[config.mk]
export PLATFORM = sky130hd
export DESIGN_NAME = bsap_ctrl
export DESIGN_NICKNAME = d
export VERILOG_FILES = /design/src/rtl/core/bsap_pkg.sv /design/src/rtl/core/bsap_ctrl.sv
export SDC_FILE = /design/constraint.sdc
export NUM_CORES = 1
export LEC_CHECK = 0
export BUFFER_PORTS_ARGS = -buffer_cell sky130_fd_sc_hd__buf_2
export CORE_AREA = 2 2 39 41
export DETAILED_ROUTE_END_ITERATION = 10
export DIE_AREA = 0 0 41 43
export GPL_TIMING_DRIVEN = 0
export PLACE_DENSITY = 0.73
export SYNTH_ARGS = -nofsm -noshare
export SYNTH_HDL_FRONTEND = slang
export SYNTH_SLANG_ARGS = --single-unit
[constraint.sdc]
create_clock -name clk -period 3.5 [get_ports clk]
set_input_delay 0 -clock clk [delete_from_list [all_inputs] [get_ports clk]]
set_output_delay 0 -clock clk [all_outputs]
set_load 0.005 [all_outputs]
[src/rtl/core/bsap_pkg.sv]
// ----------------------------------------------------------------------------
// bsap_pkg
// Shared widths, request and register codes, and the command and status
// structures that join the controller to the datapath.
// ----------------------------------------------------------------------------
package bsap_pkg;

  localparam int REQ_W      = 3;
  localparam int INDEX_W    = 10;
  localparam int VALUE_W    = 11;
  localparam int HEAD_W     = 6;
  localparam int ROW_W      = 6;
  localparam int COUNT_W    = 12;
  localparam int VCNT_W     = 7;
  localparam int CFG_IDX_W  = 1;
  localparam int CFG_DATA_W = 7;

  localparam logic [VCNT_W-1:0] VCNT_RESET = 7'd64;

  // Request codes.
  localparam logic [REQ_W-1:0] REQ_A_START = 3'd0;
  localparam logic [REQ_W-1:0] REQ_A_HEAD  = 3'd1;
  localparam logic [REQ_W-1:0] REQ_B_START = 3'd2;
  localparam logic [REQ_W-1:0] REQ_B_HEAD  = 3'd3;
  localparam logic [REQ_W-1:0] REQ_COMPUTE = 3'd4;

  // Register indexes.
  localparam logic [CFG_IDX_W-1:0] CFG_VERTEX_COUNT = 1'b0;
  localparam logic [CFG_IDX_W-1:0] CFG_SELF_ARCS    = 1'b1;

  typedef struct packed {
    logic wr;        // store a load item into its table
    logic take_row;  // latch the row of a compute item
    logic start;     // reset the mask and pending result for a new row
    logic b_range;   // latch the bounds of a B row
    logic b_inc;     // step the B arc pointer
    logic a_range;   // latch the bounds of the A row
    logic a_inc;     // step the A arc pointer
    logic load_u;    // take an A head as the next B row
    logic emit;      // record a new product arc
    logic finish;    // close the row with its last result or marker
  } bsap_cmd_t;

  typedef struct packed {
    logic req_compute;
    logic row_ok;
    logic self_arcs;
    logic b_more;
    logic w_new;
    logic a_more;
    logic u_ok;
    logic pend_valid;
    logic out_free;
  } bsap_sts_t;

endpackage

[src/rtl/core/bsap_ctrl.sv]
// ----------------------------------------------------------------------------
// bsap_ctrl
// Sequencer that walks the A row and the matching B rows of one compute item.
// ----------------------------------------------------------------------------
module bsap_ctrl (
  input  logic                clk,
  input  logic                rst,
  input  logic                in_valid,
  output logic                in_ready,
  input  bsap_pkg::bsap_sts_t sts,
  output bsap_pkg::bsap_cmd_t cmd
);
  import bsap_pkg::*;

  localparam logic [3:0] S_IDLE    = 4'd0;
  localparam logic [3:0] S_B_RS    = 4'd1;
  localparam logic [3:0] S_B_RANGE = 4'd2;
  localparam logic [3:0] S_B_HD    = 4'd3;
  localparam logic [3:0] S_B_CHK   = 4'd4;
  localparam logic [3:0] S_A_RS    = 4'd5;
  localparam logic [3:0] S_A_RANGE = 4'd6;
  localparam logic [3:0] S_A_HD    = 4'd7;
  localparam logic [3:0] S_A_CHK   = 4'd8;
  localparam logic [3:0] S_FINAL   = 4'd9;

  logic [3:0] state;
  logic [3:0] state_next;
  logic       in_a_loop;       // set while B rows come from A heads
  logic       in_a_loop_next;

  assign in_ready = (state == S_IDLE);

  always_comb begin
    cmd            = '0;
    state_next     = state;
    in_a_loop_next = in_a_loop;
    unique case (state)
      S_IDLE: begin
        if (in_valid) begin
          if (sts.req_compute) begin
            cmd.take_row = 1'b1;
            if (sts.row_ok) begin
              cmd.start = 1'b1;
              if (sts.self_arcs) begin
                in_a_loop_next = 1'b0;
                state_next     = S_B_RS;
              end else begin
                state_next = S_A_RS;
              end
            end else begin
              state_next = S_FINAL;
            end
          end else begin
            cmd.wr = 1'b1;
          end
        end
      end
      S_B_RS:    state_next = S_B_RANGE;
      S_B_RANGE: begin
        cmd.b_range = 1'b1;
        state_next  = S_B_HD;
      end
      S_B_HD: begin
        if (sts.b_more) begin
          state_next = S_B_CHK;
        end else if (in_a_loop) begin
          state_next = S_A_HD;
        end else begin
          state_next = S_A_RS;
        end
      end
      S_B_CHK: begin
        if (!sts.w_new) begin
          cmd.b_inc  = 1'b1;
          state_next = S_B_HD;
        end else if (!sts.pend_valid || sts.out_free) begin
          cmd.emit   = 1'b1;
          cmd.b_inc  = 1'b1;
          state_next = S_B_HD;
        end
      end
      S_A_RS:    state_next = S_A_RANGE;
      S_A_RANGE: begin
        cmd.a_range = 1'b1;
        state_next  = S_A_HD;
      end
      S_A_HD: begin
        if (sts.a_more) begin
          state_next = S_A_CHK;
        end else begin
          state_next = S_FINAL;
        end
      end
      S_A_CHK: begin
        cmd.a_inc = 1'b1;
        if (sts.u_ok) begin
          cmd.load_u     = 1'b1;
          in_a_loop_next = 1'b1;
          state_next     = S_B_RS;
        end else begin
          state_next = S_A_HD;
        end
      end
      S_FINAL: begin
        if (sts.out_free) begin
          cmd.finish = 1'b1;
          state_next = S_IDLE;
        end
      end
      default: state_next = S_IDLE;
    endcase
  end

  always_ff @(posedge clk) begin
    if (rst) begin
      state     <= S_IDLE;
      in_a_loop <= 1'b0;
    end else begin
      state     <= state_next;
      in_a_loop <= in_a_loop_next;
    end
  end

endmodule

**Word level (Yosys, flattened, before mapping)**

Cells that the tools add are included.
W data, S select, Z words.

- Register bits: 5
- Input bits: 12
- Output and inout port bits: 11
- Logic and storage cells: 58

- Eq/ne operators: 16
- Mux-type cells: 34
- Reductions and logical operators: 6

Operator list:

| operator | number |
|---|---|
| $pmux W4 S10 | 1 |
| $mux W4 | 6 |
| $mux W1 | 18 |
| $eq A4 B3 Y1 const B | 4 |
| $mux W3 | 4 |
| $eq A4 B2 Y1 const B | 2 |
| $eq A4 B4 Y1 const B | 2 |
| $mux W2 | 4 |
| $ne A2 B1 Y1 const B | 3 |
| $ne A2 B2 Y1 const B | 3 |
| $reduce_and A6 Y1 | 1 |
| $eq A4 B1 Y1 const B | 1 |
| $logic_not A4 Y1 | 1 |
| $reduce_and A4 Y1 | 1 |
| $ne A3 B3 Y1 const B | 1 |
| $pmux W1 S2 | 1 |
| $reduce_bool A2 Y1 | 1 |
| $logic_not A1 Y1 | 1 |
| $logic_or A1 B1 Y1 | 1 |

**Depth between registers and ports, before layout**

Gate-level depths: netlist (run 1).

- Word-level depth: 5
- Mapped depth: 5
- Mapped depth without buffers: 4

**Least setup slack after synthesis (run 1)**

No wires, ideal clock.

- Kind: register to register
- Start: register state[0]
- End: register state[3]
- Arrival time: 1,286 ps
- Required time: 3,416 ps
- Path slack: 2,129 ps
- Stages on the path, launching flop included: 6
- Period minus slack after synthesis: 1,371 ps
- Cell sequence: dfxtp_1 > buf_6 > or3_4 > mux2i_4 > nand3b_2 > o31ai_2

- Word-level cells in the longest chain between the ends: 3
- Elaborated cells on any way between the ends: 16
- Those cells by class: eq/ne (13); mux (1); reduce/logical (2)

RTL lines:

| what | RTL line | text |
|---|---|---|
| start, declared | bsap_ctrl.sv:26 | `logic [3:0] state;` |
| start signal, assigned | bsap_ctrl.sv:119 | `state <= state_next;` |
| $eq A4 B3 Y1, or another cell as far along | bsap_ctrl.sv:37 | `unique case (state)` |
| $ne A3 B3 Y1 (no source line), or another cell as far along | - |  |
| $reduce_and A4 Y1 (no source line) | - |  |

Several ways; a longest one is shown, not always the timed one.
A chain may end at the register's enable or synchronous reset.

==> metrics.cfg, run 1 <==
[cts]
cts_max_path_buffers=2
cts_buffers=3
clock_latency_ns=0.24
htreeDepth=1
cts.clk_slew.worst_paths_ns=0.04
ctsRootBufferMaster=clkbuf_4
cts.sinks=5
tritoncts=yes

[yosys]
ys_ff_latch=5
yosysMostFrequentCell=dfxtp_1
synthArstFlopShare=0
synth-main-ff-cell=dfxtp_1
synth_edf_count=0
yosysUniqueCellTypes=33
synthCells=64
synth_top_cell_area_share=0.2020
synth_top_area_cell=dfxtp_1
synth_area_leaders=dfxtp_1, nor4b_1, nand2b_1, mux2i_4, a21oi_1
syn_area_um2=495.5
synth_nets=76
yosysWarnings=0
synth.avg_cell_area_um2=7.742
seq_area_frac_synth=0.2020

[final_layout]
layout-drive-gt1-share=0.3626
final_nets=104
n_antenna_cell=0
fillers=143
area_growth_pct=33.59

[power]
ir_drop_mv=0.2749
swShare=0.4268
p_sw_uw=195.8
clkPwrFrac=0.146
power_frac_seq=0.200
p_total_uw=458.7
p_leak_nw=0.3140
intPower_uw=262.9
cellPowerDensity_nw_per_um2=693.1
combPwrFrac=0.655

[place]
routabilityCongestion=0.8509
io_buffers=22
dp_hpwl_um=946.8
dpl_worst_slack_ns=2.019

[timing]
setup_viol_count_final=0
slew_headroom=0.7377
fin_skew_ns=0.001788
fin_crit_ns=1.561
tightest_slew_ns=0.3879
whs_ns=0.06114
hold_viol=0
fin_crit_sh=0.4459
rsz0062_at_grt=false
tns_ns=0
worst_slack_ns=1.939
max_freq_mhz=640.8
slew_viol_final=0

[route]
routed_wl_um=1229
ant_nets=0
routed_via_density=5.411
firstDrtPassIters=6
drc=0
num_vias=579
drt_iter0_markers=8
avgRoutedWirePerCell_um=11.49

[worst_setup_path]
critPathCaptureType=output pin
crit_type=flip-flop to output pin
r2r_slack_ns=1.98
cp_max_fo=8
crit_start=state[0]
crit_required_ns=3.50
reg2reg_depth=5
reg2reg_to=state[2]
regToRegStartpoint=state[1]
crit_arrival_ns=1.56
cp-start-kind=flip-flop

[floorplan]
start_util=0.3580
die_x_um=41
die_h_um=43
ios=23
die_area_um2=1763
core_area_um2=1384
rows=14

[grt]
grt_pass1_wl_um=1911
grt_max_degree=11
grt_pass1_vias=478
grt_overflow=0
grtUsageTotal=0.1585
antenna_found_initial=0

[worst_hold_path]
hold_end=in_a_loop
holdPathStages=3
hold_class=input port to flip-flop
min_from=sts[2]

[flow_run]
max-cap-violations=0

[outcome]
status=finished, final reports clean

## flip-flops by register name (all words and copies together) (netlist names)
register / cells
state: 4
in_a_loop: 1
## power by group through the flow
stage / clock network, mW / registers [mW] / logic, mW
after floorplan: 0 / 0.0878 / 0.231
after global placement: 0 / 0.0919 / 0.296
after detailed placement: 0 / 0.0919 / 0.299
after CTS: 0.0675 / 0.0910 / 0.301
after global routing: 0.0730 / 0.0956 / 0.336
final: 0.0669 / 0.0915 / 0.300
## layout by cell type, fill, tap and decap left out, types with 3 or more instances in the layout
master | Yosys | final
nand2b_1 | 4 | 4
nor4b_1 | 4 | 4
nand2_1 | 3 | 3
buf_2 | 1 | 23
a21oi_1 | 4 | 4
clkbuf_1 | 2 | 3
nand3_1 | 4 | 4
dfxtp_1 | 5 | 5
and3_1 | 3 | 3
inv_1 | 4 | 4
nor2_1 | 3 | 3
clkbuf_4 | 0 | 3
## worst max-delay path, cell delays in order (launching register included)
cell	delay (ns)
dfxtp_1	0.30
buf_6	0.13
or4_1	0.54
nor3b_1	0.22
buf_2	0.14
## stage by stage
stage / instances / instance area (um2) / utilization
global route: 107 / 661.9 / 0.4783
finish: 107 / 661.9 / 0.4783
global placement: 102 / 625.6 / 0.4521
CTS: 107 / 661.9 / 0.4783
detailed placement: 102 / 625.6 / 0.4521
floorplan: 64 / 495.5 / -
## worst max path at each step
stage	end	slack (ns)	cells after the start
floorplan	state[3]	2.13	5
global placement	state[2]	2.01	5
detailed placement	state[2]	2.02	5
CTS	cmd[9]	1.93	4
global route	cmd[2]	1.77	6
finish	cmd[9]	1.94	4
## repair_timing
item	in CTS	in global routing
resized for setup	0	0
setup buffers	0	0
hold buffers	1	0
hold endpoints to repair	1	0
## cells by family (layout without fill, tap and decap cells)
| kind of cell | after synthesis | count (layout) | synth area share |
|---|---|---|---|
| and+or+nand+nor | 30 | 30 | 0.3914 |
| AOI/OAI and AO/OA | 16 | 16 | 0.2147 |
| buffers and inverters | 10 | 37 | 0.1086 |
| DFF | 5 | 5 | 0.2020 |
| muxes | 2 | 2 | 0.06565 |
| xor gates and xnor gates | 1 | 1 | 0.01768 |
## layer usage
layer | wire [um] | share of wire | track usage
met5 | 0 | 0 | 0
met4 | 20 | 0.016 | 0.1067
met3 | 72 | 0.059 | 0.01571
met2 | 592 | 0.48 | 0.2438
met1 | 543 | 0.44 | 0.1955
## layout make-up
class | instances | area, um2 | share of cell area
multi-input cells | 49 | 341.6 | 0.5161
repair buffers | 23 | 120.1 | 0.1815
flip-flops and latches | 5 | 100.1 | 0.1512
plain buffers | 6 | 38.79 | 0.05860
clock buffers | 4 | 26.28 | 0.03970
well taps | 16 | 20.02 | 0.03025
inverters | 4 | 15.01 | 0.02268
Power figures use the tool's default switching activity.
==> inputs of run 2 (changes only) <==
--- a/config.mk
+++ b/config.mk
@@ -5,12 +5,13 @@
 export SDC_FILE = /design/constraint.sdc
 export NUM_CORES = 1
 export LEC_CHECK = 0
+export ABC_AREA = 1
 export BUFFER_PORTS_ARGS = -buffer_cell sky130_fd_sc_hd__buf_2
 export CORE_AREA = 2 2 39 41
 export DETAILED_ROUTE_END_ITERATION = 10
 export DIE_AREA = 0 0 41 43
 export GPL_TIMING_DRIVEN = 0
-export PLACE_DENSITY = 0.73
+export PLACE_DENSITY = 0.76
 export SYNTH_ARGS = -nofsm -noshare
 export SYNTH_HDL_FRONTEND = slang
 export SYNTH_SLANG_ARGS = --single-unit
==> constraint.sdc (replaced) <==
create_clock -name clk -period 1.3 [get_ports clk]
set_input_delay 0 -clock clk [delete_from_list [all_inputs] [get_ports clk]]
set_output_delay 0 -clock clk [all_outputs]
set_load 0.005 [all_outputs]
==> metrics.cfg, run 2 <==
[timing]
tightest_slew_ns=0.2280  ; -0.1599 ns
max_freq_mhz=825.6
fin_crit_sh=0.9317
slew_viol_final=0  ; unchanged
whs_ns=0.1045  ; +0.04335 ns
worst_slack_ns=0.08882  ; -1.851 ns
setup_viol_count_final=0  ; unchanged
hold_viol=0  ; unchanged
rsz0062_at_grt=false
fin_skew_ns=0.002196  ; +0.0004072 ns
tns_ns=0  ; unchanged
slew_headroom=0.8466  ; +0.1089
fin_crit_ns=1.211

[cts]
clock_latency_ns=0.24  ; about the same
cts_buffers=3  ; unchanged
cts_max_path_buffers=2  ; unchanged
cts.clk_slew.worst_paths_ns=0.04  ; about the same
cts_setup_buffers=0  ; unchanged
ctsRootBufferMaster=clkbuf_4
htreeDepth=1  ; unchanged
tritoncts=yes
cts.sinks=5  ; unchanged

[route]
avgRoutedWirePerCell_um=8.353  ; -27%
drt_iter0_markers=11  ; +3
firstDrtPassIters=4  ; -2
routed_via_density=4.463  ; -18%
drc=0  ; unchanged
routed_wl_um=1136  ; -7.6%
num_vias=607  ; +4.8%
ant_nets=0  ; unchanged

[final_layout]
final_common_cell=nand2_1
fin_cells=136  ; +27%
fillers=146  ; +2.1%
regMostFlops=state
layout-drive-gt1-share=0.3583  ; -0.004304
largest_registers=state: 4 flops, in_a_loop: 1 flops
seqCellArea_um2=103.9  ; +3.8%
final_nets=133  ; +28%
stdcell_area_um2=670.6  ; +1.3%
multiInputGateArea_um2=317.8  ; -7.0%
fin_util=0.4846  ; +0.006329
layout_common_cells=nand2_1, buf_2, inv_1
n_antenna_cell=0  ; unchanged
largest_reg_flops=4  ; unchanged
area_growth_pct=34.67

[yosys]
yosysMostFrequentCell=nand2_1
synth.avg_cell_area_um2=5.355  ; -31%
synth_edf_count=0  ; unchanged
synthCells=93  ; +45%
synth_top_area_cell=nand2_1
ys_ff_latch=5  ; unchanged
synth_nets=105  ; +38%
synthTopCellsByCount=nand2_1, inv_1, nor2_1, nand3_1, dfxtp_1
seq_area_frac_synth=0.2010  ; -0.001015
synthArstFlopShare=0  ; unchanged
syn_area_um2=498.0  ; +0.51%
yosysUniqueCellTypes=16  ; -52%
yosysWarnings=0  ; unchanged
synth-main-ff-cell=dfxtp_1
synth_top_cell_area_share=0.2035  ; +0.001497
synth_area_leaders=nand2_1, dfxtp_1, inv_1, nor2_1, nor2_4

[worst_setup_path]
reg2reg_depth=7  ; +2
reg2reg_to=state[0]
critPathCaptureType=output pin
crit_required_ns=1.30  ; -2.20 ns
cp_max_fo=4  ; -4
crit_arrival_ns=1.21  ; -0.35 ns
r2r_slack_ns=0.10  ; -1.88 ns
cp-start-kind=flip-flop
crit_start=state[2]
cp_slowest_cell=dfxtp_1
regToRegStartpoint=state[2]
path_cells=inv_2, nor2_4, nand2_2, a21oi_1, buf_2
max_stage_delay_ns=0.43  ; -0.11 ns
crit_type=flip-flop to output pin

[grt]
antenna_found_initial=0  ; unchanged
grt_pass1_wl_um=1821  ; -4.7%
grt_max_degree=7  ; -4
grt_pass1_vias=518  ; +8.4%
grtUsageTotal=0.1467  ; -0.01174
grt_overflow=0  ; unchanged

[place]
routabilityCongestion=0.8150  ; -4.2%
dp_hpwl_um=952.9  ; +0.64%
placed_cell_area_um2=628.1  ; +0.40%
place_inst=131  ; +28%
dpl_worst_slack_ns=0.06805  ; -1.951 ns
io_buffers=22  ; unchanged

[outcome]
status=finished, final reports clean

[floorplan]
die_area_um2=1763  ; unchanged
rows=14  ; unchanged
die_x_um=41  ; unchanged
ios=23  ; unchanged
core_area_um2=1384  ; unchanged
start_util=0.3599  ; +0.001809
die_h_um=43  ; unchanged

[flow_run]
max-cap-violations=0  ; unchanged

[power]
p_total_mw=1.219  ; +170%
ir_drop_mv=0.7590  ; +180%
p_leak_nw=0.4270  ; +36%
cellPowerDensity_nw_per_um2=1818  ; +160%

[worst_hold_path]
min_from=sts[7]
holdPathStages=4  ; +1
hold_end=state[3]
hold_class=input port to flip-flop

==> run 2: timing repair <==
item	in CTS	in global routing
resized for setup	0	4
endpoints found under the setup margin	0	8
hold buffers	1	0
hold endpoints to repair	4	0
==> run 2: critical path: cells and delay by family (launching register included) <==
family,cells,cell delay (ns)
AOI/OAI and AO/OA,1,0.11
buffers and inverters,2,0.20
DFF,1,0.43
and+or+nand+nor,2,0.22
==> run 2: cells by family (layout without fill, tap and decap cells) <==
| logic type | Yosys count | in the layout | synth area share |
|---|---|---|---|
| buffers and inverters | 21 | 48 | 0.1658 |
| AO/OA/AOI/OAI | 8 | 8 | 0.09549 |
| AND/OR/NAND/NOR | 59 | 59 | 0.5377 |
| flip-flops | 5 | 5 | 0.2010 |
==> run 2: area by class of cell <==
cell class                      instances  area share
Tap cell                               16     0.02985
Timing Repair Buffer                   23      0.1791
Sequential cell                         5      0.1549
Clock buffer                            4     0.03918
Buffer                                  1     0.01119
Multi-Input combinational cell         67      0.4739
Inverter                               20      0.1119
==> run 2: report_power, final <==
part | total [mW] | internal, mW | switching, mW
logic | 0.752 | 0.294 | 0.457
clock network | 0.176 | 0.116 | 0.0598
registers | 0.292 | 0.215 | 0.0764
total | 1.22 | 0.625 | 0.594
==> run 2: worst max-delay path by stage <==
stage / to / slack [ns]
4_1_cts: cmd[3] / 0.004
3_5_place_dp: in_a_loop / 0.07
2_1_floorplan: in_a_loop / 0.21
3_3_place_gp: in_a_loop / 0.08
6_report: cmd[5] / 0.09
5_1_grt: cmd[0] / 0.00002
==> run 2: routing by layer <==
metal,global-route usage,vias to the layer above,share of wire
met2,0.2375,14,0.52
li1,-,330,-
met3,0.01571,2,0.031
met1,0.1774,261,0.43
met4,0.08000,0,0.017
met5,0,-,0
